--- config.mk ---
export PLATFORM = sky130hd
export DESIGN_NAME = icb_regs
export DESIGN_NICKNAME = d
export VERILOG_FILES = /design/src/hw/rtl/icb_pkg.sv /design/src/hw/rtl/icb_regs.sv
export SDC_FILE = /design/constraint.sdc
export NUM_CORES = 1
export LEC_CHECK = 0
export ABC_CLOCK_PERIOD_IN_PS = 1450
export BUFFER_PORTS_ARGS = -buffer_cell sky130_fd_sc_hd__buf_2
export CORE_MARGIN = 10
export CORE_UTILIZATION = 25
export DETAILED_ROUTE_END_ITERATION = 12
export PLACE_DENSITY = 0.61
export SLEW_MARGIN = 20
export SYNTH_ARGS = -nofsm -noshare
export SYNTH_HDL_FRONTEND = slang
export SYNTH_SLANG_ARGS = --single-unit
export TNS_END_PERCENT = 1
--- constraint.sdc ---
create_clock -name clk -period 1.45 [get_ports clk]
set_input_delay 0.29 -clock clk [delete_from_list [all_inputs] [get_ports clk]]
set_output_delay 0.29 -clock clk [all_outputs]
set_load 0.005 [all_outputs]
--- src/hw/rtl/icb_pkg.sv ---
// icb_pkg: shared types, register map and constants for interval_counter_bank.
// No dependencies.
package icb_pkg;

  localparam int BANK_SIZE_DEF = 32;

  localparam int OP_W       = 2;
  localparam int INDEX_W    = 5;
  localparam int VALUE_W    = 64;
  localparam int MASK_W     = 32;
  localparam int INTERVAL_W = 40;
  localparam int PADDR_W    = 4;
  localparam int PDATA_W    = 64;

  localparam logic [OP_W-1:0] OP_SET  = 2'd0;
  localparam logic [OP_W-1:0] OP_ADD  = 2'd1;
  localparam logic [OP_W-1:0] OP_LOAD = 2'd2;
  localparam logic [OP_W-1:0] OP_FLIP = 2'd3;

  // register select is paddr[3]: 8-byte register slots
  localparam logic REG_AGGREGATE_MASK = 1'b0;
  localparam logic REG_INTERVAL       = 1'b1;

  localparam logic [INTERVAL_W-1:0] INTERVAL_RESET = 40'd1000000000;
  localparam logic [VALUE_W-1:0]    SIGN_BIAS      = 64'h8000_0000_0000_0000;

  typedef struct packed {
    logic capture;   // latch the accepted input word
    logic execute;   // apply the operation and load the output register
  } icb_cmd_t;

endpackage

--- src/hw/rtl/icb_regs.sv ---
// icb_regs: APB configuration registers (aggregate mask, interval).
// Depends on icb_pkg.
module icb_regs import icb_pkg::*; (
  input  logic                  clk,
  input  logic                  rst,
  input  logic                  psel,
  input  logic                  penable,
  input  logic                  pwrite,
  input  logic [PADDR_W-1:0]    paddr,
  input  logic [PDATA_W-1:0]    pwdata,
  output logic [PDATA_W-1:0]    prdata,
  output logic                  pready,
  output logic [MASK_W-1:0]     aggregate_mask,
  output logic [INTERVAL_W-1:0] interval
);

  logic wr_en;

  assign pready = 1'b1;
  assign wr_en  = psel & penable & pwrite & pready;

  always_ff @(posedge clk) begin
    if (rst) begin
      aggregate_mask <= '0;
      interval       <= INTERVAL_RESET;
    end else if (wr_en) begin
      case (paddr[3])
        REG_AGGREGATE_MASK: aggregate_mask <= pwdata[MASK_W-1:0];
        REG_INTERVAL:       interval       <= pwdata[INTERVAL_W-1:0];
        default: ;
      endcase
    end
  end

  always_comb begin
    case (paddr[3])
      REG_AGGREGATE_MASK: prdata = PDATA_W'(aggregate_mask);
      REG_INTERVAL:       prdata = PDATA_W'(interval);
      default:            prdata = '0;
    endcase
  end

endmodule

; Word-level counts from Yosys, hierarchy flattened
; Cells that the tools add are included.
[totals]
ff_bits = 72
in_bits = 73
[classes]
n_mux = 1
n_bitwise = 3
n_reduce_logical = 2
[ops]
columns = op, n
row1 = 64-bit case mux with 2 select lines, 1
row2 = 2-bit AND reduction, 2
row3 = 1-bit bitwise AND, 2
row4 = 1-bit inverter, 1

; Longest topological paths before layout
; Gate-level depths: netlist of run 1.
[logic_depth]
word_depth = 3
ltp_mapped = 6
depth_no_buf = 2

; Worst setup path after synthesis of run 1
; Ideal clock, no wire load.
[synth_timing]
path_kind = input to register
startpoint = input paddr[3]
endpoint = register aggregate_mask[15]
arrival_time_ns = 1.221
slack_ns = 0.158
stages = 6
path_cell_list = buf_4 > and4b_1 > clkbuf_2 > buf_6 > buf_8 > mux2i_1
[synth_between]
elab_chain_len = 2
[synth_lines]
columns = item, line_no
row1 = start: declaration, icb_regs.sv:9  ; input logic [PADDR_W-1:0] paddr,
row2 = 1-bit inverter (no line), --
row3 = 2-bit AND reduction (no line), --
row4 = end signal: assignment, icb_regs.sv:28  ; REG_AGGREGATE_MASK: aggregate_mask <= pwdata[MASK_W-1:0];
row5 = end: declaration, icb_regs.sv:13  ; output logic [MASK_W-1:0] aggregate_mask,
; Every way passes these cells.
; A chain may end at the register's enable or synchronous reset.

; Worst setup path in the final report of run 1
[layout_timing]
startpoint = input paddr[3]
endpoint = output prdata[15]
[layout_between]
elab_chain_len = 2
[layout_lines]
columns = item, line_no
row1 = 1-bit inverter (no line), --
row2 = 64-bit case mux with 2 select lines *, icb_regs.sv:36  ; case (paddr[3])
row3 = end: declaration, icb_regs.sv:11  ; output logic [PDATA_W-1:0] prdata,
; Every way passes the cells marked *; elsewhere a longest branch is shown, timed or not. The select of a mux whose other input is x is not followed.

==> out/metrics.csv, run 1 <==
metric,value,unit
CP max stage cell,mux2_2,
CP Cell Sequence,buf_2 -> buf_12 -> mux2_2 -> buf_2,
vias in the first global route,3065,
CP Launch Type,input port,
Root Driver,clkbuf_16,
vias per cell,4.18,
Clock Path Buffers,2,
Worst IR Drop VDD,0.000439,V
Tmin final,1410,ps
P per Cell Area,937,nW/um2
adder-cell area share of the yosys netlist,0,%
Post-Synth Simple-Gate Area,22.0,%
final core utilization,33.4,%
Layout Skew,0,ps
DRT iter0 DRCs,84,
Hold WC Path Type,input port to flip-flop,
reg2reg end,aggregate_mask[15]$_SDFFE_PP0P_,
die footprint,19900,um2
Final WS setup,35.1,ps
hold path startpoint,pwdata[37],
mux cell area share after synthesis,29.5,%
#FFs+latches synth,72,
Buf/Inv on CP,3,
max-slew violation count,0,
"Period Utilization, post-route",97.6,%
dpl ws,-0.417,ps
Synth area leader,dfxtp_1,
"Seq/Total Area, Yosys",39.3,%
share of post-route cells with drive strength above 1,41.0,%
drt first pass iters,4,
Cell variety after synth,17,
post-DP HPWL,7.64,mm
hold buffers post-CTS,0,
critical path's top delay family,buffers and inverters,
synth top area cells,"dfxtp_1 39%, mux2i_1 20%, nand2b_1 17%",
total inserted antenna cells,0,
synth warn,0,
area delta synth->final,31.6,%
main combinational cell family by area after synthesis,multiplexers,
Max-cap violations,0,
reg2reg path depth,2,
Compound-Gate Fraction of Synth Area,0,%
r2r startpoint,aggregate_mask[15]$_SDFFE_PP0P_,
# nets final,586,
Worst Path Arrival,1120,ps
final antenna-violating net count,0,
Post CTS Setup Buffer Count,0,
fmax,707,MHz
Routability Congestion,0.744,
H-tree depth,3,
hold depth,3,
final WL,10.2,mm
top cell type's share of synthesized area,39.3,%
CTS tree,built,
port bufs,157,
initial core utilization,25.3,%
critical path class,input port to primary output,
critical path's largest stage delay,350,ps
Wirelength per Cell,14.5,um
GRT Overall Usage,9.89,%
r2r setup slk,800,ps
largest net degree at the start of global routing,126,
Post-CTS Resized,0,
TritonCTS Sinks,72,
Residual DRC,0,
CTS Buf Count,9,
synthesized area,3670,um2
"most common cell after layout, fill and taps aside",buf_2,
# rows,44,
Worst-path clk slew,50,ps
Die Span X,141,um
CORE AREA,14500,um2
outcome,completed,
Hold Path End,interval[37]$_SDFFE_PP0P_,
Crit path top cell by count,buf_2,
via count,2925,
first-pass GRT wire length,15.9,mm
Post-Synth XOR/XNOR Area,0,%
Worst EP required,1160,ps
total grt overflow,0,
crit path max fanout,25,
"commonest cells after routing, fill and taps aside","157 x buf_2, 99 x nand2b_1, 72 x mux2i_1, 72 x dfxtp_1, 32 x mux2_2",
initial antenna violation count,0,
synthesized area per cell,10.0,um2
Top-Level Pins,210,
Mapped Cells,367,
unrepaired setup endpoints after global routing,no,
CP endpoint kind,primary output,
Design Power,4.52,mW
Die Y,141,um
Skew-Pair Late Insertion Delay,330,ps
"Hold Vio Cnt, Final",0,
P_leak,2.29,nW
setup violators final,0,
[synthesized netlist by cell type (all sizes together)]
cell    number
conb         2
dfxtp       72
and4         1
nand2b      99
and4b        1
mux2        32
nand4        1
buf         38
mux2i       72
nor2        26
nand4b       1
clkbuf      14
and2         8
[final cells by class]
cell class | instances | area (um2)
Clock buffer | 12 | 256
Clock inverter | 1 | 5.00
Fill cell | 1475 | 9650
Multi-Input combinational cell | 266 | 1980
Sequential cell | 72 | 1440
Tap cell | 184 | 230
Timing Repair Buffer | 164 | 913
[power by group]
part,internal (mW),switching (mW)
Clock,1.22,0.757
Combinational,0.262,0.232
Sequential,2.02,0.0318
[kinds of logic (layout without fill, tap and decap cells)]
| family | after synthesis | count (layout) |
|---|---|---|
| buf+inv | 52 | 177 |
| mux | 104 | 104 |
| other cells | 2 | 25 |
| flops | 72 | 72 |
| simple gates | 137 | 137 |
[through the flow]
stage	instances	hold WS (ps)	TNS [ps]	area, um2
detailed placement	686	477	-0.417	4570
finish	699	219	0	4830
global placement	686	466	0	4570
global route	699	211	0	4830
CTS	699	200	0	4830
floorplan	390	445	0	3760
[sequential cells by signal (all words and copies together) (netlist names)]
signal,count
aggregate_mask,32
interval,40
[worst max path at each step]
| stage | to | cells after the start | slack [ps] | startpoint |
|---|---|---|---|---|
| after global placement | prdata[11] | 4 | 40 | paddr[3] |
| after global routing | prdata[20] | 4 | 2 | paddr[3] |
| after detailed placement | aggregate_mask[7]$_SDFFE_PP0P_ | 5 | -0.4 | paddr[3] |
| final | prdata[15] | 4 | 40 | paddr[3] |
| after floorplan | aggregate_mask[15]$_SDFFE_PP0P_ | 6 | 160 | paddr[3] |
| after CTS | prdata[11] | 4 | 30 | paddr[3] |
[metal layers]
layer | vias up | global-route usage (%) | wire [um]
li1 | 1442 | - | -
met3 | 12 | 5.81 | 1140
met2 | 108 | 15.5 | 4700
met4 | 0 | 3.15 | 110
met1 | 1363 | 10.9 | 4210
met5 | - | 0 | 0
[worst register-to-register path, stage by stage, from the launching register on]
cell and delay [ps]:
dfxtp_1 360, nand2b_1 70, mux2i_1 140
Note: power is estimated with default switching activity, not from simulation.
==> inputs of run 2 (changes only) <==
- CELL_PAD_IN_SITES_DETAIL_PLACEMENT: unset -> 1
- CELL_PAD_IN_SITES_GLOBAL_PLACEMENT: unset -> 2
- PLACE_DENSITY: 0.61 -> unset
- PLACE_DENSITY_LB_ADDON: unset -> 0.1
==> out/metrics.csv, run 2 (synthesis gave the netlist of run 1 again) <==
metric,value,unit
outcome,completed,
Placed Cells,692,
hold path startpoint,pwdata[34],
hold buffers post-CTS,0,
"Hold Vio Cnt, Final",0,
Biggest register,interval,
post-DP HPWL,8.79,mm
Residual DRC,0,
fmax,714,MHz
Reg power frac,44.9,%
Top-Level Pins,210,
Gate power share,11.2,%
unrepaired setup endpoints after global routing,no,
Tmin final,1400,ps
total grt overflow,0,
final WL,11.4,mm
switch share,23.9,%
r2r startpoint,interval[19]$_SDFFE_PP1P_,
Crit path top cell by count,buf_2,
# rows,44,
# nets final,592,
P_leak,2.34,nW
area delta synth->final,33.9,%
GRT Overall Usage,11.3,%
port bufs,157,
drt first pass iters,4,
reg2reg end,interval[19]$_SDFFE_PP1P_,
critical path's top delay family,buffers and inverters,
Wirelength per Cell,16.0,um
Hold Path End,interval[34]$_SDFFE_PP0P_,
share of post-route cells with drive strength above 1,41.8,%
H-tree depth,3,
Root Driver,clkbuf_16,
Die Y,141,um
CP max stage cell,mux2_2,
die footprint,19900,um2
critical path class,input port to primary output,
CP endpoint kind,primary output,
hold depth,3,
Worst-path clk slew,50,ps
Layout Skew,0,ps
Die Span X,141,um
vias in the first global route,3210,
"Period Utilization, post-route",96.6,%
top flop regs,"interval: 40 flops, aggregate_mask: 32 flops",
final antenna-violating net count,0,
Max-cap violations,0,
initial core utilization,25.3,%
CTS Buf Count,9,
CORE AREA,14500,um2
CP Cell Sequence,buf_2 -> buf_12 -> mux2_2 -> buf_2,
Skew-Pair Late Insertion Delay,330,ps
P per Cell Area,933,nW/um2
Routability Congestion,0.694,
Post-Layout Cell Count,711,
Clock Path Buffers,2,
Storage cell area,1440,um2
via count,2998,
DRT iter0 DRCs,77,
TritonCTS Sinks,72,
CP Launch Type,input port,
reg2reg path depth,2,
CTS tree,built,
Clock Power Share,43.9,%
initial antenna violation count,1,
"most common cell after layout, fill and taps aside",buf_2,
Hold WC Path Type,input port to flip-flop,
first-pass GRT wire length,17.9,mm
setup_tns,0,ps
vias per cell,4.22,
Worst Path Arrival,1110,ps
# fillers,1702,
final core utilization,33.9,%
Post-CTS Resized,0,
Worst EP required,1160,ps
Buf/Inv on CP,3,
multi-input logic area,1980,um2
r2r setup slk,810,ps
largest net degree at the start of global routing,72,
critical path's largest stage delay,340,ps
Post CTS Setup Buffer Count,0,
CP Launch Point,paddr[3],
P_sw,1.09,mW
setup violators final,0,
"commonest cells after routing, fill and taps aside","157 x buf_2, 99 x nand2b_1, 72 x mux2i_1, 72 x dfxtp_1, 32 x mux2_2",
crit path max fanout,16,
Pint,3.49,mW
Worst IR Drop VDD,0.000417,V
max reg flops,40,
max-slew violation count,0,
==> run 2: cell types whose count changed in the layout (fill, tap and decap cells not counted) <==
cell,delta
buf_12,+2
buf_4,+4
diode_2,+3
clkinv_2,+3
clkbuf_1,+1
clkbuf_8,-1
==> run 2: per-layer routing <==
| metal | up-vias | routed length, um | GRT usage, % |
|---|---|---|---|
| met5 | - | 13 | 0 |
| met4 | 2 | 210 | 5.22 |
| met2 | 103 | 5190 | 17.7 |
| li1 | 1464 | - | - |
| met1 | 1415 | 4750 | 12.6 |
| met3 | 14 | 1200 | 5.58 |
==> run 2: stage by stage <==
stage	hold WS, ps	setup slack [ps]	cell area (um2)	power (mW)
after floorplan	445	158	3760	2.43
after global placement	471	45.6	4640	2.62
after detailed placement	479	24.3	4640	2.63
after CTS	200	39.0	4910	4.70
after global routing	214	1.00	4910	4.85
final	215	49.4	4910	4.58
==> run 2: final cells by class <==
type / count / share of cell area, %
antenna: 3 / 0.153
sequential: 72 / 29.3
tap: 184 / 4.69
multi-input combinational: 266 / 40.4
clock inverter: 4 / 0.407
timing repair buffer: 170 / 20.0
clock buffer: 12 / 5.02
==> run 2: worst reg2reg max path: cells and delay by family, from the launching register on <==
family / cells / cell delay, ps
DFF: 1 / 370
muxes: 1 / 140
and+or+nand+nor: 1 / 60
==> run 2: power groups by stage <==
stage / logic (mW) / clock network, mW / registers, mW
after floorplan: 0.332 / 0 / 2.10
after global placement: 0.517 / 0 / 2.10
after detailed placement: 0.524 / 0 / 2.10
after CTS: 0.526 / 2.12 / 2.06
after global routing: 0.577 / 2.21 / 2.06
final: 0.513 / 2.01 / 2.06
==> run 2: worst max-delay path by stage <==
stage | endpoint | slack (ps) | cells after the start
CTS | prdata[14] | 40 | 4
finish | prdata[14] | 50 | 4
floorplan | aggregate_mask[15]$_SDFFE_PP0P_ | 160 | 6
global placement | aggregate_mask[26]$_SDFFE_PP0P_ | 50 | 5
global route | prdata[9] | 1 | 4
detailed placement | aggregate_mask[31]$_SDFFE_PP0P_ | 20 | 5
==> inputs of run 3 (changes only) <==
- ABC_AREA: unset -> 1
- BUFFER_PORTS_ARGS: -buffer_cell sky130_fd_sc_hd__buf_2 -> unset
- DONT_BUFFER_PORTS: unset -> 1
==> out/metrics.csv, run 3 <==
metric,value,unit
GRT Overall Usage,12.9,%
# rows,43,
synthesized area,3580,um2
Routability Congestion,0.736,
hold buffers post-CTS,0,
switch share,24.9,%
Top-Level Pins,210,
Die Span X,140,um
Pint,3.60,mW
vias per cell,4.39,
Gate power share,8.4,%
vias in the first global route,3349,
Die Y,140,um
dpl ws,249,ps
synth top area cells,"dfxtp_1 40%, nand2_1 20%, nor2_1 12%",
"Period Utilization, post-route",84.5,%
setup_tns,0,ps
TritonCTS Sinks,72,
critical path class,flip-flop to primary output,
CTS Buf Count,9,
CTS tree,built,
largest net degree at the start of global routing,73,
CP Launch Point,aggregate_mask[1]$_SDFFE_PP0P_,
outcome,completed,
Worst-path clk slew,60,ps
reg2reg path depth,2,
total inserted antenna cells,0,
Root Driver,clkbuf_16,
P_sw,1.19,mW
DRT iter0 DRCs,140,
# nets final,629,
asr flop ratio synth,0,%
# fillers,1763,
commonest cells in the synthesized netlist,"191 x nand2_1, 118 x nor2_1, 73 x nand3_1, 72 x dfxtp_1, 49 x inv_1",
final antenna-violating net count,0,
Worst Path Arrival,930,ps
ys flop type,dfxtp_1,
Post-synth EDFFs,0,
Biggest register,interval,
CP endpoint kind,primary output,
synthesized area per cell,6.26,um2
Residual DRC,0,
Layout Skew,0,ps
Reg power frac,44.4,%
"commonest cells after routing, fill and taps aside","191 x nand2_1, 118 x nor2_1, 73 x nand3_1",
H-tree depth,3,
initial antenna violation count,0,
die footprint,19500,um2
total grt overflow,0,
"most common cell after layout, fill and taps aside",nand2_1,
fmax,817,MHz
multi-input logic area,1650,um2
final core utilization,28.4,%
Max-cap violations,0,
"Hold Vio Cnt, Final",0,
P_leak,1.99,nW
max reg flops,40,
max-slew violation count,0,
Worst IR Drop VDD,0.000474,V
Design Power,4.80,mW
r2r setup slk,810,ps
Skew-Pair Late Insertion Delay,330,ps
first-pass GRT wire length,19.9,mm
Mapped Cells,571,
setup violators final,0,
reg2reg end,aggregate_mask[1]$_SDFFE_PP0P_,
Post-CTS Resized,0,
Hold WC Path Type,input port to flip-flop,
Final WS setup,225,ps
Hold Slack,82.1,ps
r2r startpoint,aggregate_mask[1]$_SDFFE_PP0P_,
final WL,12.8,mm
post-DP HPWL,9.04,mm
crit path capture,prdata[1],
"Seq/Total Area, Yosys",40.3,%
most common cell in the netlist,nand2_1,
drt first pass iters,4,
Post CTS Setup Buffer Count,0,
Worst EP required,1160,ps
top cell type's share of synthesized area,40.3,%
#FFs+latches synth,72,
area delta synth->final,10.8,%
top flop regs,"interval: 40 flops, aggregate_mask: 32 flops",
unrepaired setup endpoints after global routing,no,
Wirelength per Cell,17.2,um
initial core utilization,25.7,%
Clock Path Buffers,2,
Clock Power Share,47.3,%
Cell variety after synth,14,
Tmin final,1220,ps
crit path max fanout,3,
share of post-route cells with drive strength above 1,5.53,%
Storage cell area,1440,um2
Synth area leader,dfxtp_1,
port bufs,0,
CORE AREA,13900,um2
via count,3251,
P per Cell Area,1210,nW/um2
synth warn,0,
CP Launch Type,flip-flop,
==> run 3: cell types whose count changed after synthesis, sizes merged, moves of 19 or more <==
cell    before  now
mux2i       72    0
buf         38   57
nand3        0   73
mux2        32    0
nand2        0  191
nand2b      99    0
inv          0   51
nor2        26  121
==> run 3: cell families after synthesis <==
group | count (synthesis) | share of synthesized area (%)
buffers and inverters | 112 | 16.2
other | 2 | 0.210
and+or+nand+nor | 385 | 43.3
DFF | 72 | 40.3
==> run 3: worst min-delay path by stage <==
stage	startpoint	to	slack [ps]	depth (start not counted)
detailed placement	pwdata[28]	interval[28]$_SDFFE_PP1P_	420	2
finish	pwdata[17]	interval[17]$_SDFFE_PP1P_	80	2
global placement	pwdata[15]	interval[15]$_SDFFE_PP1P_	420	2
floorplan	pwdata[11]	interval[11]$_SDFFE_PP1P_	420	2
global route	pwdata[19]	interval[19]$_SDFFE_PP1P_	70	2
CTS	pwdata[28]	interval[28]$_SDFFE_PP1P_	70	2
==> run 3: layout make-up <==
| cell class | instances | area share [%] |
|---|---|---|
| inverters | 51 | 4.83 |
| flip-flops and latches | 72 | 36.4 |
| repair buffers | 12 | 3.85 |
| clock inverters | 3 | 1.01 |
| clock buffers | 13 | 6.57 |
| multi-input cells | 410 | 41.7 |
| well taps | 180 | 5.68 |
==> run 3: per-layer routing <==
layer	vias to the layer above	GRT usage, %	part of all wire [%]
met3	12	5.82	9.0
met2	100	20.6	47
met1	1507	14.5	42
met5	-	0	0
li1	1632	-	-
met4	0	5.33	1.6
==> run 3: critical path, stage by stage, from the launching register on <==
cell and delay (ps):
dfxtp_1 410, nand2_1 90, nand2_1 90
==> run 3: per-stage QoR <==
stage / instances / cell area, um2
floorplan: 594 / 3660
global placement: 725 / 3660
detailed placement: 725 / 3660
CTS: 741 / 3960
global route: 741 / 3960
finish: 741 / 3960
==> run 3: power groups by stage <==
stage / Combinational [mW] / Sequential (mW) / Clock (mW)
after CTS: 0.411 / 2.14 / 2.36
after global routing: 0.471 / 2.14 / 2.46
after detailed placement: 0.410 / 2.18 / 0
after floorplan: 0.393 / 2.14 / 0
final: 0.401 / 2.13 / 2.27
after global placement: 0.401 / 2.18 / 0
